$ cat config.mk
export PLATFORM = sky130hd
export DESIGN_NAME = circular_buffer_allocator_top
export DESIGN_NICKNAME = d
export VERILOG_FILES = /design/src/hdl/cba_pkg.sv /design/src/hdl/circular_buffer_allocator_top.sv
export SDC_FILE = /design/constraint.sdc
export NUM_CORES = 1
export LEC_CHECK = 0
export BUFFER_PORTS_ARGS = -buffer_cell sky130_fd_sc_hd__buf_2
export CORE_ASPECT_RATIO = 1.2
export CORE_MARGIN = 1.5
export CORE_UTILIZATION = 40
export CTS_CLUSTER_SIZE = 14
export DETAILED_ROUTE_END_ITERATION = 6
export HOLD_SLACK_MARGIN = 0.03
export PLACE_DENSITY = 0.57
export SLEW_MARGIN = 20
export SYNTH_ARGS = -nofsm -noshare
export SYNTH_HDL_FRONTEND = slang
export SYNTH_SLANG_ARGS = --single-unit
$ cat constraint.sdc
create_clock -name clk -period 13.5 [get_ports clk]
set_clock_uncertainty 0.2 [all_clocks]
set_input_delay 2.7 -clock clk [delete_from_list [all_inputs] [get_ports clk]]
set_output_delay 2.7 -clock clk [all_outputs]
set_load 0.02 [all_outputs]
$ cat src/hdl/cba_pkg.sv
// Shared types and constants for the circular buffer allocator.
package cba_pkg;

	localparam int LEN_W   = 17;
	localparam int OFF_W   = 16;
	localparam int PADDR_W = 3;
	localparam int PDATA_W = 32;

	// Register map, indexed by word address
	localparam logic REG_BUFFER_LENGTH = 1'b0;

	localparam logic [LEN_W-1:0] BUFFER_LENGTH_RST = 17'h10000;
	localparam logic [LEN_W-1:0] ALLOC_BYTES_MAX   = 17'h1FFFF;

	typedef enum logic {
		ACT_ALLOC = 1'b0,
		ACT_FREE  = 1'b1
	} action_t;

	typedef struct packed {
		action_t          action;
		logic [LEN_W-1:0] length;
		logic [OFF_W-1:0] free_offset;
	} req_t;

	typedef struct packed {
		logic             granted;
		logic [OFF_W-1:0] alloc_offset;
		logic [LEN_W-1:0] allocated_bytes;
	} rsp_t;

endpackage

$ cat src/hdl/circular_buffer_allocator_top.sv
// Ring-buffer space allocator: head/tail/wrap bookkeeping with a registered response.
//
//  channel | direction | handshake            | payload
//  --------+-----------+----------------------+---------------------------------------
//  req     | in        | req_valid/req_ready  | action, length, free_offset
//  rsp     | out       | rsp_valid/rsp_ready  | granted, alloc_offset, allocated_bytes
//  apb     | in        | psel/penable/pwrite  | paddr, pwdata, prdata (pready tied high)
//
// One request per cycle unless a response is held; it is answered in the next cycle.
// All decisions are made in one combinational pass over head, tail and wrap point.
// arst_n clears head, tail, wrap state and the response valid; buffer_length -> 65536.
// A held response blocks a new request only while rsp_ready is low.
module circular_buffer_allocator_top #(
	parameter int MAX_BYTES = 65536
) (
	input  logic                          clk,
	input  logic                          arst_n,
	input  logic                          req_valid,
	output logic                          req_ready,
	input  cba_pkg::req_t                 req,
	output logic                          rsp_valid,
	input  logic                          rsp_ready,
	output cba_pkg::rsp_t                 rsp,
	input  logic                          psel,
	input  logic                          penable,
	input  logic                          pwrite,
	input  logic [cba_pkg::PADDR_W-1:0]   paddr,
	input  logic [cba_pkg::PDATA_W-1:0]   pwdata,
	output logic [cba_pkg::PDATA_W-1:0]   prdata,
	output logic                          pready
);

	localparam int CW = $clog2(MAX_BYTES + 1);
	localparam int AW = ((CW > cba_pkg::LEN_W) ? CW : cba_pkg::LEN_W) + 2;

	logic [cba_pkg::LEN_W-1:0] buf_len_q;
	logic [CW-1:0]             head_q, tail_q, wrap_pt_q;
	logic                      wrap_vld_q;
	logic                      rsp_valid_q;
	cba_pkg::rsp_t             rsp_q;

	logic          accept;
	logic          cfg_wr;
	logic [AW-1:0] head_x, tail_x, wrap_x, len_x, len_eff, max_x;
	logic [AW-1:0] head_n, tail_n, wrap_n;
	logic          wrap_vld_n;
	logic          fit_head, fit_zero;
	logic          granted;
	logic [AW-1:0] offset_x;
	logic [AW:0]   used_s;
	logic [cba_pkg::LEN_W-1:0] used;

	assign pready    = 1'b1;
	assign req_ready = !rsp_valid_q || rsp_ready;
	assign accept    = req_valid && req_ready;
	assign cfg_wr    = psel && penable && pwrite && pready &&
		(paddr[2] == cba_pkg::REG_BUFFER_LENGTH);

	always_comb begin
		prdata = '0;
		if (paddr[2] == cba_pkg::REG_BUFFER_LENGTH) begin
			prdata = cba_pkg::PDATA_W'(buf_len_q);
		end
	end

	// Allocation decision and next state
	always_comb begin
		max_x   = AW'(MAX_BYTES);
		head_x  = AW'(head_q);
		tail_x  = AW'(tail_q);
		wrap_x  = AW'(wrap_pt_q);
		len_x   = AW'(req.length);
		len_eff = (AW'(buf_len_q) < max_x) ? AW'(buf_len_q) : max_x;

		fit_head = (head_x <= len_eff) && ((len_eff - head_x) >= len_x) &&
			!(wrap_vld_q && (wrap_x >= head_x) && (wrap_x < head_x + len_x));
		fit_zero = (tail_x >= len_x) && !(wrap_vld_q && (wrap_x < len_x));

		head_n     = head_x;
		tail_n     = tail_x;
		wrap_n     = wrap_x;
		wrap_vld_n = wrap_vld_q;
		granted    = 1'b0;
		offset_x   = '0;

		if (req.action == cba_pkg::ACT_ALLOC) begin
			if (fit_head) begin
				granted  = 1'b1;
				offset_x = head_x;
				head_n   = head_x + len_x;
			end else if (fit_zero) begin
				granted    = 1'b1;
				wrap_n     = tail_x;
				wrap_vld_n = 1'b1;
				tail_n     = '0;
				head_n     = len_x;
			end
		end else begin
			if (wrap_vld_q) begin
				if (req.free_offset == '0) begin
					wrap_vld_n = 1'b0;
					tail_n     = (len_x > max_x) ? max_x : len_x;
				end else begin
					wrap_n = (wrap_x + len_x > max_x) ? max_x : wrap_x + len_x;
				end
			end else begin
				tail_n = (tail_x + len_x > max_x) ? max_x : tail_x + len_x;
			end
			// everything released: rewind to the start
			if (!wrap_vld_n && (tail_n == head_n)) begin
				head_n = '0;
				tail_n = '0;
			end
		end

		used_s = $signed({1'b0, head_n}) - $signed({1'b0, tail_n});
		if (wrap_vld_n) begin
			used_s = used_s + $signed({1'b0, len_eff}) - $signed({1'b0, wrap_n});
		end
		if (used_s[AW]) begin
			used = '0;
		end else if (used_s > (AW+1)'(cba_pkg::ALLOC_BYTES_MAX)) begin
			used = cba_pkg::ALLOC_BYTES_MAX;
		end else begin
			used = cba_pkg::LEN_W'(used_s);
		end
	end

	always_ff @(posedge clk or negedge arst_n) begin
		if (!arst_n) begin
			buf_len_q   <= cba_pkg::BUFFER_LENGTH_RST;
			head_q      <= '0;
			tail_q      <= '0;
			wrap_pt_q   <= '0;
			wrap_vld_q  <= 1'b0;
			rsp_valid_q <= 1'b0;
		end else begin
			if (cfg_wr) begin
				buf_len_q <= pwdata[cba_pkg::LEN_W-1:0];
			end
			if (accept) begin
				head_q      <= CW'(head_n);
				tail_q      <= CW'(tail_n);
				wrap_pt_q   <= CW'(wrap_n);
				wrap_vld_q  <= wrap_vld_n;
				rsp_valid_q <= 1'b1;
			end else if (rsp_ready) begin
				rsp_valid_q <= 1'b0;
			end
		end
	end

	always_ff @(posedge clk) begin
		if (accept) begin
			rsp_q.granted         <= granted;
			rsp_q.alloc_offset    <= cba_pkg::OFF_W'(offset_x);
			rsp_q.allocated_bytes <= used;
		end
	end

	assign rsp_valid = rsp_valid_q;
	assign rsp       = rsp_q;

endmodule

==> results of run 1 <==
[per-stage QoR]
stage / util (%) / instances / hold WS, ps
floorplan: - / 1736 / 286
global placement: 44.4 / 2285 / 302
detailed placement: 44.4 / 2285 / 311
CTS: 45.2 / 2301 / 330
global route: 45.2 / 2301 / 365
finish: 45.2 / 2301 / 324
[worst min-delay path by stage]
stage | to | slack (ps) | depth (start not counted)
2_1_floorplan | buf_len_q[3] | 290 | 1
3_3_place_gp | rsp_valid | 300 | 2
6_report | rsp_valid | 320 | 2
3_5_place_dp | rsp_valid | 310 | 2
5_1_grt | buf_len_q[1] | 360 | 1
4_1_cts | rsp_valid | 330 | 2
[worst max-delay path: cells and delay by family]
kind | cells | cell delay (ps)
buffers and inverters | 6 | 630
AOI/OAI and AO/OA | 22 | 4790
xor gates and xnor gates | 2 | 470
adders and majority gates | 7 | 2400
and+or+nand+nor | 8 | 1630
[layout make-up]
type | instances | area (sq um)
Clock buffer | 11 | 233
Clock inverter | 5 | 56.3
Fill cell | 3593 | 19200
Inverter | 144 | 541
Multi-Input combinational cell | 1408 | 10700
Sequential cell | 104 | 2770
Tap cell | 462 | 578
Timing Repair Buffer | 167 | 1010
[cells by family after synthesis]
kind of cell,Yosys count
and+or+nand+nor,500
xor gates and xnor gates,89
buffers and inverters,224
AOI/OAI and AO/OA,540
muxes,51
adders and majority gates,211
other,2
DFF,104
[cell usage in the layout, fill, tap and decap left out, drive strengths merged, types with 33 or more instances in the layout]
cell type | synthesis | routed
dfrtp | 69 | 69
nand2 | 94 | 94
xnor2 | 56 | 56
buf | 32 | 167
ha | 189 | 189
edfxtp | 34 | 34
o21ai | 72 | 72
a21o | 33 | 33
nor3 | 56 | 56
a21oi | 125 | 125
nor2 | 150 | 150
a211oi | 41 | 41
nor2b | 37 | 37
xor2 | 33 | 33
inv | 143 | 145
mux2 | 34 | 34
[routing by layer]
metal | wire length, microns | global-route usage [%] | vias up
li1 | - | - | 6604
met1 | 22100 | 35.7 | 6815
met2 | 25200 | 48.4 | 560
met3 | 2610 | 2.67 | 121
met4 | 2890 | 15.5 | 0
met5 | 0 | 0 | -
[state kept, by name (all words and copies together), names as in the netlist]
register	flops
tail_q	17
buf_len_q	17
rsp	34
head_q	17
wrap_vld_q	1
rsp_valid	1
wrap_pt_q	17
[repair_timing]
action / in CTS / in global routing
gates resized for setup: 0 / 2
setup buffers: 0 / 0
endpoints found under the setup margin: 0 / 17
hold buffers: 0 / 0
==> metrics.cfg, run 1 <==
[critical_path]
crit_path_start = req[16]
slowest_delay_ps = 600
rr_startpoint = buf_len_q[16]
r2r_slack_ps = 2100
crit_end = rsp[4]
start_kind = primary input
timing.rr.end = rsp[4]
endpoint_kind = flip-flop
cp_data_required_time_ps = 13400
r2r_cells = 47
cp_max_fo = 17
path_class = in2reg
worstPathArrival_ps = 12640
slowest_stage = or4b_2

[yosys]
ys_ff_latch = 104
synth_common_cells = ha_1 (189), nor2_1 (149), inv_1 (143)
avgSynthCellArea_sq_um = 8.32
ys_seq_area_share_pct = 19.4
synth_compound_area_share_pct = 27.4
synth-xor-area-share_pct = 5.45
yosysMostFrequentCell = ha_1
synth.top_cell.area_share_pct = 16.5
synthAdderAreaFrac_pct = 19.6
yosys-top-cells-area = ha_1 (17%), dfrtp_1 (12%), edfxtp_1 (7.1%)
yosys.area_share.simple_pct = 17.7
synth_mux_area_share_pct = 3.89
yosys_warnings = 0
ys_types = 97
netlist_area_sq_um = 14300
ys.flop_type = dfrtp_1
synth_top_family_by_area = compound AO/OA/AOI/OAI gates
syn_inst = 1721
yosysTopAreaCell = ha_1
synth_edf_count = 34
async_flop_share_pct = 67.3

[global_routing]
antenna_found_initial = 0
grt_util_all_layers_pct = 28.6
overflow = 0
grt_max_degree = 69
grt_pass1_wl_microns = 80100
grt_pass1_vias = 13858

[die]
fp-row-count = 75
fp.dieH_microns = 210
ios = 145
dieArea_sq_um = 36900
start_util_pct = 40.8
die_w_microns = 176
core_area_sq_um = 35100

[finish]
area_delta_synth_final_pct = 10.9
nets = 2121
postLayoutCellArea_sq_um = 15900
drive_above_1_share_pct = 15.9
diodes = 0

[detailed_routing]
num_vias = 14100
wl_microns = 52700
dr.pass1.iters = 5
drt-initial-drc-count = 1037
wl_per_cell_microns = 22.9
viasPerCell = 6.13
drtAntennaViolNets = 0
drc = 0

[placed_design]
dp_slack_ps = 309
port_buffers = 111
hpwlAfterDp_microns = 41900
post_dp_cell_area_sq_um = 15600
gp_congestion = 0.968

[clock_network]
clock_path_buffers = 2
cts_made_buffers = 9
root_buffer = clkbuf_16
clk_latency_ps = 380
cts_tree = yes
cts_max_level = 3
cts_sinks = 104
clk_pin_slew_worst_paths_ps = 70

[sta]
finalHoldViolCount = 0
setup_slack_ps = 760
slew_viol_final = 0
fin_crit_sh_pct = 94.4
rsz0062_at_grt = no
min_period_ps = 12740
tns_ps = 0
max_freq_mhz = 78.5
setup_viol = 0
worst_pin_slew_ps = 1180
maxSlewHeadroom_pct = 21.2

[worst_hold_path]
hp-start = rsp_valid
min_path_type = reg2reg

[run_status]
status = finished clean

[flow_run]
cap_violations = 0

Power of run 1 is left out: the tool's default activity adds up to more than one toggle a clock period on the data nets, which glitch-free logic cannot reach.
==> inputs of run 2 (changes only) <==
--- a/config.mk
+++ b/config.mk
@@ -12,8 +12,9 @@
 export CTS_CLUSTER_SIZE = 14
 export DETAILED_ROUTE_END_ITERATION = 6
 export HOLD_SLACK_MARGIN = 0.03
-export PLACE_DENSITY = 0.57
+export PLACE_DENSITY = 0.59
 export SLEW_MARGIN = 20
 export SYNTH_ARGS = -nofsm -noshare
 export SYNTH_HDL_FRONTEND = slang
 export SYNTH_SLANG_ARGS = --single-unit
+export TNS_END_PERCENT = 1
==> constraint.sdc (replaced) <==
create_clock -name clk -period 11.45 [get_ports clk]
set_clock_uncertainty 0.2 [all_clocks]
set_input_delay 2.29 -clock clk [delete_from_list [all_inputs] [get_ports clk]]
set_output_delay 2.29 -clock clk [all_outputs]
set_load 0.02 [all_outputs]
==> run 2 against run 1 <==
Net effect:
- cell count increased by 10%
- die area unchanged
- core utilization rose by 6.5 points
- critical path depth is the same
- via count is 7.0% higher
- final area increased by 14%
- non-clock buffer count increased by 229
- sequential share of layout area decreased by 2.2 points
==> metrics.cfg, run 2 (same netlist as run 1, synthesis figures left out) <==
[die]
fp-row-count = 75
start_util_pct = 40.8
dieArea_sq_um = 36900
die_w_microns = 176
fp.dieH_microns = 210
core_area_sq_um = 35100
ios = 145

[global_routing]
grt_util_all_layers_pct = 31.3
grt_max_degree = 71
overflow = 0
antenna_found_initial = 0
grt_pass1_vias = 15184
grt_pass1_wl_microns = 87100

[clock_network]
cts_sinks = 104
clk_latency_ps = 390
clk_pin_slew_worst_paths_ps = 80
clock_path_buffers = 2
cts_tree = yes
cts_max_level = 3
root_buffer = clkbuf_16
cts_made_buffers = 9

[detailed_routing]
num_vias = 15089
drc = 0
drt-initial-drc-count = 1111
viasPerCell = 5.96
dr.pass1.iters = 6
wl_per_cell_microns = 22.9
drtAntennaViolNets = 0
wl_microns = 57900

[sta]
setup_viol = 0
fin_crit_sh_pct = 99.2
maxSlewHeadroom_pct = 35.8
slew_viol_final = 0
max_freq_mhz = 88.0
worst_pin_slew_ps = 963
rsz0062_at_grt = yes
finalHoldViolCount = 0
min_period_ps = 11360

[finish]
layout_commonest_cell = buf_4
largest_reg_flops = 34
diodes = 0
n_fill_cell = 3414
area_delta_synth_final_pct = 26.8
stdcell_count = 2530
final_cell_mix = buf_4 (277), ha_1 (182), nor2_1 (146)
drive_above_1_share_pct = 28.9
nets = 2350

[critical_path]
path_class = in2reg
cp_max_fo = 7
start_kind = primary input
slowest_stage = fa_1
cp_data_required_time_ps = 11480
worstPathArrival_ps = 11390
endpoint_kind = flip-flop
slowest_delay_ps = 500

[placed_design]
gp_congestion = 0.974
place_inst = 2493
hpwlAfterDp_microns = 45900
port_buffers = 111

[worst_hold_path]
min_path_type = reg2reg

[run_status]
status = finished clean

[flow_run]
cap_violations = 0

[run 2: changes by cell type in the layout (fill, tap and decap cells not counted), moves of 4 or more]
cell | before | now
a21oi_1 | 124 | 115
a211oi_1 | 37 | 19
o21ai_2 | 0 | 5
xnor2_2 | 0 | 4
buf_6 | 0 | 7
xnor2_1 | 56 | 52
buf_4 | 56 | 277
a21oi_2 | 1 | 9
a211oi_2 | 3 | 19
o21ai_0 | 72 | 65
ha_1 | 189 | 182
ha_4 | 0 | 6
a31oi_1 | 19 | 15
[run 2: final timing paths]
check                              start       endpoint  slack [ps]  cells past startpoint
max                              req[16]         rsp[4]          90                     45
min                         buf_len_q[3]   buf_len_q[3]         330                      1
max reg2reg                buf_len_q[16]         rsp[4]         750                     47
min reg2reg                 buf_len_q[3]   buf_len_q[3]         330                      1
max in group asynchronous         arst_n      head_q[5]        8760                      1
min in group asynchronous         arst_n  buf_len_q[14]        1740                      1
[run 2: stage by stage]
stage	hold slack [ps]	util [%]	setup TNS [ps]	worst slack [ps]	instance area, sq um
2_1_floorplan	286	-	-545	-56.3	14400
3_3_place_gp	303	48.8	-19460	-1180	17100
3_5_place_dp	313	48.8	-19830	-1210	17100
4_1_cts	334	50.9	-6.93	-6.93	17900
5_1_grt	363	51.7	-4060	-259	18200
6_report	329	51.7	0	90.7	18200
[run 2: critical path, delay by kind of cell]
family                     cells  cell delay (ps)
AOI/OAI and AO/OA             23             4590
adders and majority gates      7             1990
buffers and inverters          8             1020
and+or+nand+nor                5              880
xor gates and xnor gates       2              590
[run 2: final cells by class]
| cell class | count | area [sq um] | area share (%) |
|---|---|---|---|
| clock buffer | 11 | 243 | 1.34 |
| sequential | 104 | 2770 | 15.3 |
| clock inverter | 5 | 61.3 | 0.338 |
| multi-input combinational | 1408 | 11200 | 61.6 |
| tap | 462 | 578 | 3.18 |
| timing repair buffer | 396 | 2770 | 15.3 |
| inverter | 144 | 541 | 2.98 |
[run 2: routing by layer]
| metal | global-route usage (%) | share of wire (%) |
|---|---|---|
| met1 | 37.5 | 40 |
| met2 | 54.7 | 48 |
| met3 | 2.83 | 5.6 |
| met4 | 18.1 | 5.9 |
| met5 | 0 | 0 |
[run 2: timing repair]
item	CTS	global route
cloned	3	0
gates resized for setup	63	55
pin swaps	42	63
setup buffers	13	7
endpoints found under the setup margin	17	17
hold buffers	0	0
Power of run 2 is left out for the same reason.
==> inputs of run 3 (changes only) <==
--- a/config.mk
+++ b/config.mk
@@ -5,14 +5,14 @@
 export SDC_FILE = /design/constraint.sdc
 export NUM_CORES = 1
 export LEC_CHECK = 0
-export BUFFER_PORTS_ARGS = -buffer_cell sky130_fd_sc_hd__buf_2
 export CORE_ASPECT_RATIO = 1.2
 export CORE_MARGIN = 1.5
 export CORE_UTILIZATION = 40
 export CTS_CLUSTER_SIZE = 14
 export DETAILED_ROUTE_END_ITERATION = 6
+export DONT_BUFFER_PORTS = 1
 export HOLD_SLACK_MARGIN = 0.03
-export PLACE_DENSITY = 0.59
+export PLACE_DENSITY = 0.55
 export SLEW_MARGIN = 20
 export SYNTH_ARGS = -nofsm -noshare
 export SYNTH_HDL_FRONTEND = slang
==> run 3 against run 2 <==
Net effect:
- critical path type unchanged
- flip-flop and latch count did not move
- worst setup slack improved by 50 ps
- wire length fell by 4.1%
- global-route usage fell by 1.1 points
- worst hold slack improved by 3.6 ps
- via count fell by 4.4%
- core utilization fell by 3.3 points
- die area did not move
- maximum frequency rose by 0.44%
==> metrics.cfg, run 3 (same netlist as run 1, synthesis figures left out) <==
[detailed_routing]
wl_per_cell_microns = 23.5
num_vias = 14430
drc = 0
drtAntennaViolNets = 0
drt-initial-drc-count = 1029
wl_microns = 55500
dr.pass1.iters = 6
viasPerCell = 6.10

[sta]
setup_viol = 0
worst_pin_slew_ps = 1120
finalHoldViolCount = 0
fin_crit_sh_pct = 98.8
maxSlewHeadroom_pct = 25.1
hold-worst-slack_ps = 333
slew_viol_final = 0
max_freq_mhz = 88.4
min_period_ps = 11310
rsz0062_at_grt = yes

[clock_network]
cts_made_buffers = 9
clk_pin_slew_worst_paths_ps = 80
cts_max_level = 3
cts_tree = yes
cts_sinks = 104
root_buffer = clkbuf_16
clk_latency_ps = 400
clock_path_buffers = 2
cts_hold_buf = 0

[worst_hold_path]
min_path_type = reg2reg
whs_path_depth = 1

[global_routing]
grt_pass1_wl_microns = 84300
grt_pass1_vias = 14282
grt_util_all_layers_pct = 30.2
antenna_found_initial = 0
overflow = 0
grt_max_degree = 107

[critical_path]
endpoint_kind = flip-flop
start_kind = primary input
slowest_stage = or4b_2
path_class = in2reg
worstPathArrival_ps = 11230
cp_data_required_time_ps = 11370
r2r_slack_ps = 870
cp_max_fo = 17
slowest_delay_ps = 630
r2r_cells = 47
cp_common_cell = a21oi_2

[flow_run]
cap_violations = 0

[finish]
diodes = 0
area_delta_synth_final_pct = 18.7
n_fill_cell = 3488
layout_commonest_cell = buf_4
drive_above_1_share_pct = 21.3
final_cell_mix = buf_4 (225), ha_1 (185), nor2_1 (145)
nets = 2184
largest_reg_flops = 34

[run_status]
status = finished clean

[die]
start_util_pct = 40.8
fp.dieH_microns = 210
dieArea_sq_um = 36900
ios = 145
fp-row-count = 75
die_w_microns = 176
core_area_sq_um = 35100

[placed_design]
port_buffers = 0
hpwlAfterDp_microns = 43800
gp_congestion = 0.976

==> run 3: what timing repair did <==
item | in CTS | in global routing
pin swaps | 14 | 31
setup endpoints to repair | 17 | 17
resized for setup | 32 | 41
setup buffers | 8 | 8
gates cloned | 1 | 0
==> run 3: worst paths after layout <==
path / startpoint / to
worst max-delay path: req[16] / rsp[0]
worst min-delay path: buf_len_q[12] / buf_len_q[12]
worst max register to register: buf_len_q[16] / rsp[0]
worst min register to register: buf_len_q[12] / buf_len_q[12]
max in group asynchronous: arst_n / buf_len_q[16]
min in group asynchronous: arst_n / buf_len_q[15]
==> run 3: metal layers <==
| metal | up-vias | global-route usage (%) | share of wire, % | wire length (microns) |
|---|---|---|---|---|
| met1 | 7042 | 37.5 | 41 | 22700 |
| met2 | 550 | 52.4 | 49 | 27200 |
| li1 | 6736 | - | - | - |
| met5 | - | 0 | 0 | 0 |
| met3 | 102 | 3.37 | 5.9 | 3280 |
| met4 | 0 | 13.3 | 4.1 | 2300 |
==> run 3: worst max-delay path: cells and delay by family <==
| kind | cells | cell delay [ps] |
|---|---|---|
| AO/OA/AOI/OAI | 22 | 4040 |
| adder cells (fa/ha/maj) | 7 | 2260 |
| XOR/XNOR | 2 | 360 |
| AND/OR/NAND/NOR | 8 | 1580 |
| buffers and inverters | 6 | 690 |
==> run 3: layout make-up <==
type | count | area, sq um | area share, %
clock buffers | 11 | 254 | 1.50
well taps | 462 | 578 | 3.40
inverters | 144 | 541 | 3.18
clock inverters | 5 | 61.3 | 0.361
repair buffers | 230 | 1770 | 10.4
multi-input cells | 1408 | 11000 | 64.8
flip-flops and latches | 104 | 2770 | 16.3
==> run 3: metrics by stage <==
stage / util, % / instance area [sq um] / worst slack, ps / setup TNS, ps / instances
final: 48.4 / 17000 / 141 / 0 / 2364
after CTS: 47.7 / 16700 / 3.05 / 0 / 2356
after global routing: 48.4 / 17000 / -196 / -3010 / 2364
after floorplan: - / 14400 / -56.3 / -545 / 1736
after detailed placement: 46.2 / 16200 / -1250 / -20350 / 2331
after global placement: 46.2 / 16200 / -1200 / -19370 / 2331
Power of run 3 is left out for the same reason.
